**src/rtl/tqg_pkg.sv**
```systemverilog
`timescale 1ns / 1ps
// ----------------------------------------------------------------------------
// tqg_pkg
// Shared codes, state encodings and controller/datapath handshake types.
// ----------------------------------------------------------------------------
package tqg_pkg;

  localparam int CFG_ADDR_W = 3;

  // configuration register indexes
  localparam logic [CFG_ADDR_W-1:0] REG_REGION_WIDTH  = 3'd0;
  localparam logic [CFG_ADDR_W-1:0] REG_REGION_HEIGHT = 3'd1;
  localparam logic [CFG_ADDR_W-1:0] REG_TILE_WIDTH    = 3'd2;
  localparam logic [CFG_ADDR_W-1:0] REG_TILE_HEIGHT   = 3'd3;
  localparam logic [CFG_ADDR_W-1:0] REG_TEX_U_LEFT    = 3'd4;
  localparam logic [CFG_ADDR_W-1:0] REG_TEX_U_RIGHT   = 3'd5;
  localparam logic [CFG_ADDR_W-1:0] REG_TEX_V_BOTTOM  = 3'd6;
  localparam logic [CFG_ADDR_W-1:0] REG_TEX_V_TOP     = 3'd7;

  typedef enum logic [4:0] {
    S_IDLE   = 5'b00001,
    S_EVAL   = 5'b00010,
    S_CLIP_U = 5'b00100,
    S_CLIP_V = 5'b01000,
    S_EMIT   = 5'b10000
  } ctrl_state_t;

  typedef enum logic [3:0] {
    P_IDLE = 4'b0001,
    P_DIV  = 4'b0010,
    P_MUL  = 4'b0100,
    P_ADD  = 4'b1000
  } clip_phase_t;

  typedef struct packed {
    logic accept;      // take input transaction, set up walk position
    logic eval;        // place tile, update walk state
    logic clip_start;  // launch the clip unit
    logic clip_sel_v;  // clip unit works on v (else u)
    logic load_u;      // capture clipped u
    logic load_v;      // capture clipped v
    logic emit;        // move result to output register
  } ctrl_cmd_t;

  typedef struct packed {
    logic clip_u;
    logic clip_v;
    logic clip_done;
    logic out_free;
  } dp_stat_t;

endpackage

```
**src/rtl/tqg_clip.sv**
```systemverilog
`timescale 1ns / 1ps
// ----------------------------------------------------------------------------
// tqg_clip
// Shared clip unit: restoring divide for the remaining fraction, one
// multiply, then interpolation from the near texture coordinate.
// ----------------------------------------------------------------------------
module tqg_clip import tqg_pkg::*; #(
  parameter int CW = 16,
  parameter int FB = 16,
  localparam int TW = FB + 1
) (
  input  logic          clk,
  input  logic          rst,
  input  logic          start,
  input  logic [TW-1:0] near,
  input  logic [TW-1:0] far,
  input  logic [CW-1:0] rem,
  input  logic [CW-1:0] size,
  output logic          done,
  output logic [TW-1:0] result
);

  localparam int CNT_W = $clog2(FB + 1);
  localparam int PW    = TW + FB;

  clip_phase_t      phase;
  logic [CNT_W-1:0] cnt;
  logic [CW:0]      r;
  logic [FB-1:0]    q;
  logic [CW-1:0]    divisor;
  logic [TW-1:0]    near_q;
  logic [TW-1:0]    diff;
  logic             neg;
  logic [PW-1:0]    prod;

  logic [CW:0] r2;
  logic        ge;
  logic [CW:0] r_sub;

  // rem < size, so 2r stays within CW+1 bits
  assign r2    = {r[CW-1:0], 1'b0};
  assign ge    = r2 >= {1'b0, divisor};
  assign r_sub = r2 - {1'b0, divisor};

  always_ff @(posedge clk) begin
    if (rst) begin
      phase <= P_IDLE;
      cnt   <= '0;
      done  <= 1'b0;
    end else begin
      done <= 1'b0;
      unique case (phase)
        P_IDLE: begin
          if (start) begin
            phase <= P_DIV;
            cnt   <= CNT_W'(FB);
          end
        end
        P_DIV: begin
          cnt <= cnt - CNT_W'(1);
          if (cnt == CNT_W'(1)) phase <= P_MUL;
        end
        P_MUL: phase <= P_ADD;
        P_ADD: begin
          phase <= P_IDLE;
          done  <= 1'b1;
        end
        default: phase <= P_IDLE;
      endcase
    end
  end

  always_ff @(posedge clk) begin
    if (phase == P_IDLE && start) begin
      r       <= {1'b0, rem};
      q       <= '0;
      divisor <= size;
      near_q  <= near;
      neg     <= far < near;
      diff    <= (far >= near) ? far - near : near - far;
    end
    if (phase == P_DIV) begin
      r <= ge ? r_sub : r2;
      q <= {q[FB-2:0], ge};
    end
    if (phase == P_MUL) prod <= PW'(diff) * PW'(q);
    if (phase == P_ADD) begin
      result <= neg ? near_q - prod[PW-1:FB] : near_q + prod[PW-1:FB];
    end
  end

  a_start_idle: assert property (@(posedge clk) disable iff (rst)
    start |-> phase == P_IDLE)
    else $error("clip unit started while busy");

  a_done_idle: assert property (@(posedge clk) disable iff (rst)
    done |-> phase == P_IDLE)
    else $error("clip done outside idle phase");

endmodule

```
**src/rtl/tqg_dp.sv**
```systemverilog
`timescale 1ns / 1ps
// ----------------------------------------------------------------------------
// tqg_dp
// Datapath: config registers, walk position, tile placement, clip unit and
// output register.
// ----------------------------------------------------------------------------
module tqg_dp import tqg_pkg::*; #(
  parameter int CW = 16,
  parameter int FB = 16,
  localparam int TW       = FB + 1,
  localparam int CFG_W    = (CW > TW) ? CW : TW,
  localparam int OUT_BITS = 4 * CW + 4 * TW,
  localparam int OUT_W    = ((OUT_BITS + 7) / 8) * 8
) (
  input  logic                  clk,
  input  logic                  rst,
  input  logic                  cfg_we,
  input  logic [CFG_ADDR_W-1:0] cfg_addr,
  input  logic [CFG_W-1:0]      cfg_data,
  input  logic                  restart,
  input  ctrl_cmd_t             cmd,
  output dp_stat_t              stat,
  output logic                  m_tvalid,
  input  logic                  m_tready,
  output logic [OUT_W-1:0]      m_tdata,
  output logic                  m_tlast,
  output logic                  m_tuser
);

  localparam logic [TW-1:0] TEX_ONE = TW'(65536);

  logic [CW-1:0] region_width, region_height, tile_width, tile_height;
  logic [TW-1:0] tex_u_left, tex_u_right, tex_v_bottom, tex_v_top;

  logic [CW-1:0] next_x, next_y;
  logic          walk_done;

  logic [CW-1:0] wx;
  logic [CW:0]   wy;
  logic          wskip;

  logic [CW-1:0] res_xl, res_xr, res_yb, res_yt;
  logic [TW-1:0] res_ul, res_ur, res_vb, res_vt;
  logic          res_last, res_none;

  logic          empty, skip0, row_wrap;
  logic [CW-1:0] x0, y0;
  logic [CW:0]   y_wrap, xr_sum, yt_sum;
  logic          tile_ok, clip_u, clip_v, row_end, col_end;

  logic [TW-1:0] clip_near, clip_far, clip_result;
  logic [CW-1:0] clip_rem, clip_size;
  logic          clip_done;

  // ---- config ----
  always_ff @(posedge clk) begin
    if (rst) begin
      region_width  <= '0;
      region_height <= '0;
      tile_width    <= '0;
      tile_height   <= '0;
      tex_u_left    <= '0;
      tex_u_right   <= TEX_ONE;
      tex_v_bottom  <= '0;
      tex_v_top     <= TEX_ONE;
    end else if (cfg_we) begin
      unique case (cfg_addr)
        REG_REGION_WIDTH:  region_width  <= cfg_data[CW-1:0];
        REG_REGION_HEIGHT: region_height <= cfg_data[CW-1:0];
        REG_TILE_WIDTH:    tile_width    <= cfg_data[CW-1:0];
        REG_TILE_HEIGHT:   tile_height   <= cfg_data[CW-1:0];
        REG_TEX_U_LEFT:    tex_u_left    <= cfg_data[TW-1:0];
        REG_TEX_U_RIGHT:   tex_u_right   <= cfg_data[TW-1:0];
        REG_TEX_V_BOTTOM:  tex_v_bottom  <= cfg_data[TW-1:0];
        REG_TEX_V_TOP:     tex_v_top     <= cfg_data[TW-1:0];
        default: ;
      endcase
    end
  end

  // ---- walk set-up on accept ----
  always_comb begin
    empty    = (region_width == '0) || (region_height == '0) ||
               (tile_width == '0) || (tile_height == '0);
    x0       = restart ? '0 : next_x;
    y0       = restart ? '0 : next_y;
    skip0    = empty || (!restart && walk_done);
    row_wrap = x0 >= region_width;
    y_wrap   = {1'b0, y0} + {1'b0, tile_height};
  end

  // ---- tile placement ----
  always_comb begin
    tile_ok = !wskip && (wy < {1'b0, region_height});
    xr_sum  = {1'b0, wx} + {1'b0, tile_width};
    yt_sum  = wy + {1'b0, tile_height};
    clip_u  = tile_ok && (xr_sum > {1'b0, region_width});
    clip_v  = tile_ok && (yt_sum > {1'b0, region_height});
    row_end = xr_sum >= {1'b0, region_width};
    col_end = yt_sum >= {1'b0, region_height};
  end

  // ---- clip unit ----
  always_comb begin
    if (cmd.clip_sel_v) begin
      clip_near = tex_v_bottom;
      clip_far  = tex_v_top;
      clip_rem  = region_height - wy[CW-1:0];
      clip_size = tile_height;
    end else begin
      clip_near = tex_u_left;
      clip_far  = tex_u_right;
      clip_rem  = region_width - wx;
      clip_size = tile_width;
    end
  end

  tqg_clip #(.CW(CW), .FB(FB)) u_clip (
    .clk    (clk),
    .rst    (rst),
    .start  (cmd.clip_start),
    .near   (clip_near),
    .far    (clip_far),
    .rem    (clip_rem),
    .size   (clip_size),
    .done   (clip_done),
    .result (clip_result)
  );

  always_comb begin
    stat.clip_u    = clip_u;
    stat.clip_v    = clip_v;
    stat.clip_done = clip_done;
    stat.out_free  = !m_tvalid || m_tready;
  end

  // ---- walk state ----
  always_ff @(posedge clk) begin
    if (rst) begin
      next_x    <= '0;
      next_y    <= '0;
      walk_done <= 1'b0;
    end else if (cmd.accept && restart) begin
      next_x    <= '0;
      next_y    <= '0;
      walk_done <= 1'b0;
    end else if (cmd.eval && !wskip) begin
      if (!tile_ok) begin
        walk_done <= 1'b1;
      end else if (row_end) begin
        next_x <= '0;
        if (col_end) begin
          walk_done <= 1'b1;
          next_y    <= '0;
        end else begin
          next_y <= yt_sum[CW-1:0];
        end
      end else begin
        next_x <= xr_sum[CW-1:0];
        next_y <= wy[CW-1:0];
      end
    end
  end

  // ---- working values and result ----
  always_ff @(posedge clk) begin
    if (cmd.accept) begin
      wx    <= row_wrap ? '0 : x0;
      wy    <= row_wrap ? y_wrap : {1'b0, y0};
      wskip <= skip0;
    end
    if (cmd.eval) begin
      if (tile_ok) begin
        res_xl   <= wx;
        res_xr   <= clip_u ? region_width : xr_sum[CW-1:0];
        res_yb   <= wy[CW-1:0];
        res_yt   <= clip_v ? region_height : yt_sum[CW-1:0];
        res_ul   <= tex_u_left;
        res_ur   <= tex_u_right;
        res_vb   <= tex_v_bottom;
        res_vt   <= tex_v_top;
        res_last <= row_end && col_end;
        res_none <= 1'b0;
      end else begin
        res_xl   <= '0;
        res_xr   <= '0;
        res_yb   <= '0;
        res_yt   <= '0;
        res_ul   <= '0;
        res_ur   <= '0;
        res_vb   <= '0;
        res_vt   <= '0;
        res_last <= 1'b0;
        res_none <= 1'b1;
      end
    end
    if (cmd.load_u) res_ur <= clip_result;
    if (cmd.load_v) res_vt <= clip_result;
    if (cmd.emit) begin
      m_tdata <= OUT_W'({res_vt, res_vb, res_ur, res_ul,
                         res_yt, res_yb, res_xr, res_xl});
      m_tlast <= res_last;
      m_tuser <= res_none;
    end
  end

  // ---- output register ----
  always_ff @(posedge clk) begin
    if (rst) begin
      m_tvalid <= 1'b0;
    end else if (cmd.emit) begin
      m_tvalid <= 1'b1;
    end else if (m_tready) begin
      m_tvalid <= 1'b0;
    end
  end

  a_quad_ordered: assert property (@(posedge clk) disable iff (rst)
    m_tvalid && !m_tuser |->
      (m_tdata[CW-1:0] < m_tdata[2*CW-1:CW]) &&
      (m_tdata[3*CW-1:2*CW] < m_tdata[4*CW-1:3*CW]))
    else $error("quad edges out of order");

  a_no_tile_zero: assert property (@(posedge clk) disable iff (rst)
    m_tvalid && m_tuser |-> (m_tdata == '0) && !m_tlast)
    else $error("no_tile result carries data");

  a_load_v_needed: assert property (@(posedge clk) disable iff (rst)
    cmd.load_v |-> clip_v)
    else $error("v clip loaded for unclipped tile");

  a_done_sticky: assert property (@(posedge clk) disable iff (rst)
    walk_done && !(cmd.accept && restart) |=> walk_done)
    else $error("walk_done cleared without restart");

endmodule

```
**src/rtl/tqg_ctrl.sv**
```systemverilog
`timescale 1ns / 1ps
// ----------------------------------------------------------------------------
// tqg_ctrl
// Controller: sequences accept, placement, u/v clip and output load.
// ----------------------------------------------------------------------------
module tqg_ctrl import tqg_pkg::*; (
  input  logic      clk,
  input  logic      rst,
  input  logic      s_tvalid,
  output logic      s_tready,
  input  dp_stat_t  stat,
  output ctrl_cmd_t cmd
);

  ctrl_state_t state, state_next;

  always_ff @(posedge clk) begin
    if (rst) begin
      state <= S_IDLE;
    end else begin
      state <= state_next;
    end
  end

  always_comb begin
    state_next = state;
    cmd        = '0;
    s_tready   = 1'b0;
    unique case (state)
      S_IDLE: begin
        s_tready = 1'b1;
        if (s_tvalid) begin
          cmd.accept = 1'b1;
          state_next = S_EVAL;
        end
      end
      S_EVAL: begin
        cmd.eval = 1'b1;
        if (stat.clip_u) begin
          cmd.clip_start = 1'b1;
          state_next     = S_CLIP_U;
        end else if (stat.clip_v) begin
          cmd.clip_start = 1'b1;
          cmd.clip_sel_v = 1'b1;
          state_next     = S_CLIP_V;
        end else begin
          state_next = S_EMIT;
        end
      end
      S_CLIP_U: begin
        if (stat.clip_done) begin
          cmd.load_u = 1'b1;
          if (stat.clip_v) begin
            cmd.clip_start = 1'b1;
            cmd.clip_sel_v = 1'b1;
            state_next     = S_CLIP_V;
          end else begin
            state_next = S_EMIT;
          end
        end
      end
      S_CLIP_V: begin
        cmd.clip_sel_v = 1'b1;
        if (stat.clip_done) begin
          cmd.load_v = 1'b1;
          state_next = S_EMIT;
        end
      end
      S_EMIT: begin
        if (stat.out_free) begin
          cmd.emit   = 1'b1;
          state_next = S_IDLE;
        end
      end
      default: state_next = S_IDLE;
    endcase
  end

endmodule

```
**src/rtl/tile_quad_generator.sv**
```systemverilog
`timescale 1ns / 1ps
// ----------------------------------------------------------------------------
// tile_quad_generator
// Walks a region with copies of one tile, one clipped quad per transaction.
// ----------------------------------------------------------------------------
// Sequence: the input transaction is accepted (S_IDLE), the tile is placed
//   (S_EVAL) and the quad is loaded into the output register once it is free
//   (S_EMIT); each clipped edge (right column, top row) first passes through
//   the shared clip unit (divide, multiply, add). One transaction in flight:
//   no new request is taken until the last quad is loaded for output.
// Reset: rst synchronous, active high; registers to defaults, walk restarts.
// ----------------------------------------------------------------------------
module tile_quad_generator import tqg_pkg::*; #(
  parameter int COORD_WIDTH   = 16,
  parameter int TEX_FRAC_BITS = 16,
  localparam int TW       = TEX_FRAC_BITS + 1,
  localparam int CFG_W    = (COORD_WIDTH > TW) ? COORD_WIDTH : TW,
  localparam int OUT_BITS = 4 * COORD_WIDTH + 4 * TW,
  localparam int OUT_W    = ((OUT_BITS + 7) / 8) * 8
) (
  input  logic                  clk,
  input  logic                  rst,
  // request stream
  input  logic                  s_tvalid,
  output logic                  s_tready,
  input  logic [7:0]            s_tdata,   // [0] restart, rest zero
  // quad stream
  output logic                  m_tvalid,
  input  logic                  m_tready,
  output logic [OUT_W-1:0]      m_tdata,   // quad_x_left, quad_x_right,
                                           // quad_y_bottom, quad_y_top,
                                           // out_u_left, out_u_right,
                                           // out_v_bottom, out_v_top, zero pad
  output logic                  m_tlast,   // last_tile
  output logic                  m_tuser,   // no_tile
  // register writes
  input  logic                  cfg_valid,
  output logic                  cfg_ready,
  input  logic [CFG_ADDR_W-1:0] cfg_addr,
  input  logic [CFG_W-1:0]      cfg_data
);

  ctrl_cmd_t cmd;
  dp_stat_t  stat;

  // The user must change registers only between items; the block itself does not enforce it and always takes writes.
  assign cfg_ready = 1'b1;

  // Controller: one item at a time, clip unit reused for u then v.
  tqg_ctrl u_ctrl (
    .clk      (clk),
    .rst      (rst),
    .s_tvalid (s_tvalid),
    .s_tready (s_tready),
    .stat     (stat),
    .cmd      (cmd)
  );

  // Datapath: registers, walk position, clip arithmetic and the output
  // register that decouples the quad stream from the walk.
  tqg_dp #(.CW(COORD_WIDTH), .FB(TEX_FRAC_BITS)) u_dp (
    .clk      (clk),
    .rst      (rst),
    .cfg_we   (cfg_valid && cfg_ready),
    .cfg_addr (cfg_addr),
    .cfg_data (cfg_data),
    .restart  (s_tdata[0]),
    .cmd      (cmd),
    .stat     (stat),
    .m_tvalid (m_tvalid),
    .m_tready (m_tready),
    .m_tdata  (m_tdata),
    .m_tlast  (m_tlast),
    .m_tuser  (m_tuser)
  );

endmodule
```
**config.mk**
```make
export PLATFORM = sky130hd
export DESIGN_NAME = tile_quad_generator
export DESIGN_NICKNAME = d
export VERILOG_FILES = /design/src/rtl/tqg_pkg.sv /design/src/rtl/tqg_clip.sv /design/src/rtl/tqg_dp.sv /design/src/rtl/tqg_ctrl.sv /design/src/rtl/tile_quad_generator.sv
export SDC_FILE = /design/constraint.sdc
export NUM_CORES = 2
export LEC_CHECK = 0
export BUFFER_PORTS_ARGS = -buffer_cell sky130_fd_sc_hd__buf_2
export CAP_MARGIN = 15
export CORE_ASPECT_RATIO = 1.4
export CORE_MARGIN = 5
export CORE_UTILIZATION = 40
export CTS_CLUSTER_DIAMETER = 50
export DETAILED_ROUTE_END_ITERATION = 10
export PLACE_DENSITY_LB_ADDON = 0.15
export SYNTH_ARGS = -nofsm -noshare
export SYNTH_HDL_FRONTEND = slang
export SYNTH_SLANG_ARGS = --single-unit
```
**constraint.sdc**
```tcl
create_clock -name clk -period 7.9 [get_ports clk]
set_input_delay 0.395 -clock clk [delete_from_list [all_inputs] [get_ports clk]]
set_output_delay 0.395 -clock clk [all_outputs]
set_load 0.05 [all_outputs]
```
==> metrics.yaml <==
outcome: "complete, no violations"
cts_num_sinks: 600
finalSetupViolations: 0
hold_path_class: "in2reg"
initial_core_util_pct: 40.31
core_area_um2: 96960
netlist.area_leader.share_pct: 32.19
synth_top_area_cell: "edfxtp_1"
avgViaCountPerCell: 5.268
clkPwrFrac_pct: 41.0
seq_area_frac_synth_pct: 41.46
fin_nets: 4630
place_area_um2: 41470
cts_tree: "done"
critPathCaptureType: "flop"
max_stage_delay_ns: 0.44
die_x_um: 274.2
place.gp.congestion: 0.9030
areaGrowthSynthToFinish_pct: 11.47
wire_per_inst_um: 21.69
die-height_um: 379.9
reg2reg_depth: 34
ys_top_cells_by_area: "edfxtp_1 32%, fa_1 11%, ha_1 10%, dfxtp_1 9.3%, nand2_1 5.9%"
yosysMostFrequentCell: "nand2_1"
ys_top_cells_by_count: "618 x nand2_1, 419 x edfxtp_1, 397 x inv_1"
drc: 0
hold_viol: 0
cts_made_buffers: 59
path_class: "reg2reg"
worst_setup_path_start_kind: "flop"
p_leak_nw: 17.85
drt_iter0_drc: 1898
grt_pass1_wl_um: 176300
syn_inst: 3940
yosysWarnings: 0
r2r-start: "u_dp.wx[0]$_SDFFCE_PN0P_"
fin_crit_ns: 7.559
syn_area_um2: 39090
cp_max_fo: 17
swShare_pct: 25.96
cts_resized: 0
routed-via-count: 28590
pwr-share-seq_pct: 47.7
totalWireLength_um: 117700
grt_pass1_vias: 29190
synth_cell_types: 85
r2r_end: "u_dp.u_clip.diff[16]$_DFFE_PP_"
p_switching_w: 0.001874
crit_arrival_ns: 7.95
use_met3_pct: 2.562
fmax_mhz: 132.3
overflow: 0
finalInstanceArea_um2: 43570
die_area_um2: 104200
path_buf_inv: 3
io_buffer_count: 161
slew_viol_final: 0
final_cells: 5427
clk_pin_slew_ns: 0.07
internal_power_w: 0.005343
crit_end: "u_dp.u_clip.diff[16]$_DFFE_PP_"
drive_above_1_share_pct: 10.36
ir_drop_uv: 255.4
worst_slew_pin_slew_ns: 1.160
cts.path.max_buffers: 3
power_density_nw_per_um2: 165.6
async_flop_share_pct: 0
worst_slack_ns: 0.3408
htreeDepth: 2
synth_edf_count: 419
r2r_slack_ns: 0.34
drv_cap: 0
p_comb_share_pct: 11.2
cp.depth: 34
ant_nets: 0
tns_ns: 0
cts_hold_buf: 0
required_ns: 8.30
finClkSkew_ns: 0.02329
track_usage_pct: 22.12
fin_crit_sh_pct: 95.69
slowest_stage: "fa_1"
postCtsSetupBuffers: 0
grt_max_degree: 82
dpl.hpwl_um: 90410
placed_cells: 5308
synthFlopType: "edfxtp_1"
top_usage_layer: "met2"
antenna_found_initial: 8
synth_seq_cells: 600
path_delay_family: "compound AO/OA/AOI/OAI gates"
cts_root_buf: "clkbuf_16"
ios: 174
crit_start: "u_dp.wx[0]$_SDFFCE_PN0P_"
gr-usage-met1_pct: 24.58
rsz0062_at_grt: "false"
use_met2_pct: 41.90
avgSynthCellArea_um2: 9.921
clock_latency_ns: 0.66
rows: 135
maxSlewHeadroom_pct: 22.27
first_pass_iters: 6
final_util_pct: 44.94
pre_cts_ws_ns: 0.1494
-- power by group through the flow --
stage | Sequential [W] | Clock (W) | Combinational (W)
finish | 0.00344 | 0.00296 | 0.000811
global route | 0.00345 | 0.00314 | 0.000887
CTS | 0.00344 | 0.00303 | 0.000808
detailed placement | 0.00351 | 0 | 0.000803
global placement | 0.00351 | 0 | 0.000800
floorplan | 0.00349 | 0 | 0.000543
-- cells in the final DEF (no fill, tap or decap), types with 8 or more instances in the layout --
cell and instances:
nand3b_1 10, nand3_1 46, ha_1 312, a21boi_0 8, nand2b_1 25, nor3_1 53, clkbuf_1 8, fa_1 216
o21a_1 31, clkinv_2 9, mux2i_1 36, buf_4 78, or3_1 19, nor2_1 237, nor2b_1 57, nand4_1 21
a21o_1 48, clkbuf_16 62, nor4_1 19, xor2_1 36, a211oi_1 28, edfxtp_1 419, o21ai_0 90, inv_1 396
buf_2 160, and2_1 169, a31oi_1 8, nand2_1 618, mux2_2 37, dfxtp_1 181, xnor2_1 94, o211ai_1 12
a21oi_1 344, and3_1 9, a22oi_1 27, o21bai_1 23
-- sequential cells by signal (all words and copies together), names as in the netlist, 17 cells and up --
name and count:
u_dp.u_clip.diff 17, u_dp.u_clip.near_q 17, u_dp.u_clip.result 17, u_dp.tex_v_top 17
u_dp.tex_u_right 17, u_dp.res_vb 17, u_dp.m_tdata 132, u_dp.res_ul 17
u_dp.res_vt 17, u_dp.tex_v_bottom 17, u_dp.tex_u_left 17, u_dp.u_clip.prod 17
u_dp.wy 17, u_dp.res_ur 17
-- logic make-up after synthesis --
family                     Yosys count  synth area share, %
AOI/OAI and AO/OA                  711                11.17
DFF                                600                41.46
other                                2              0.01921
and+or+nand+nor                   1320                15.58
buffers and inverters              574                5.768
xor gates and xnor gates           130                2.913
muxes                               75                2.042
adders and majority gates          528                21.05
-- worst min-delay path by stage --
stage          slack, ns                            endpoint  depth (start not counted)                          start
2_1_floorplan       0.40           u_dp.m_tdata[0]$_DFFE_PP_                          0   u_dp.res_xl[0]$_SDFFCE_PN0P_
5_1_grt             0.08     u_dp.tex_v_top[16]$_SDFFE_PP1P_                          3                   cfg_data[16]
3_3_place_gp        0.40          u_dp.m_tdata[43]$_DFFE_PP_                          0  u_dp.res_yb[11]$_SDFFCE_PN0P_
4_1_cts             0.05  u_dp.tex_v_bottom[16]$_SDFFE_PP0P_                          3                   cfg_data[16]
3_5_place_dp        0.40         u_dp.m_tdata[127]$_DFFE_PP_                          0      u_dp.res_vt[12]$_DFFE_PP_
6_report            0.09  u_dp.tex_v_bottom[16]$_SDFFE_PP0P_                          3                   cfg_data[16]
-- tightest hold or removal path, cell delays in order --
cell and delay [ns]:
buf_2 0.16, nand2_1 0.07, a21oi_1 0.05
-- final cells by class --
class                           instances  area (um2)
Timing Repair Buffer                  241        1438
Multi-Input combinational cell       2769       20750
Sequential cell                       600       16210
Inverter                              398        1496
Tap cell                             1301        1628
Clock buffer                           77        1659
Fill cell                            9461       53390
Clock inverter                         35       376.6
Antenna cell                            6       15.01
-- metal layers --
layer  vias up  wire, um
met5         -        13
met4         2      6043
met3       218      4954
met2       697     62540
met1     14060     44180
li1      13610         -
-- per-stage QoR --
step | hold WS [ns] | total power [W]
CTS | 0.05481 | 0.007281
detailed placement | 0.4045 | 0.004315
finish | 0.08728 | 0.007217
global route | 0.08195 | 0.007471
global placement | 0.4015 | 0.004312
floorplan | 0.4003 | 0.004037
No activity file was read; power rests on OpenSTA's default activity.
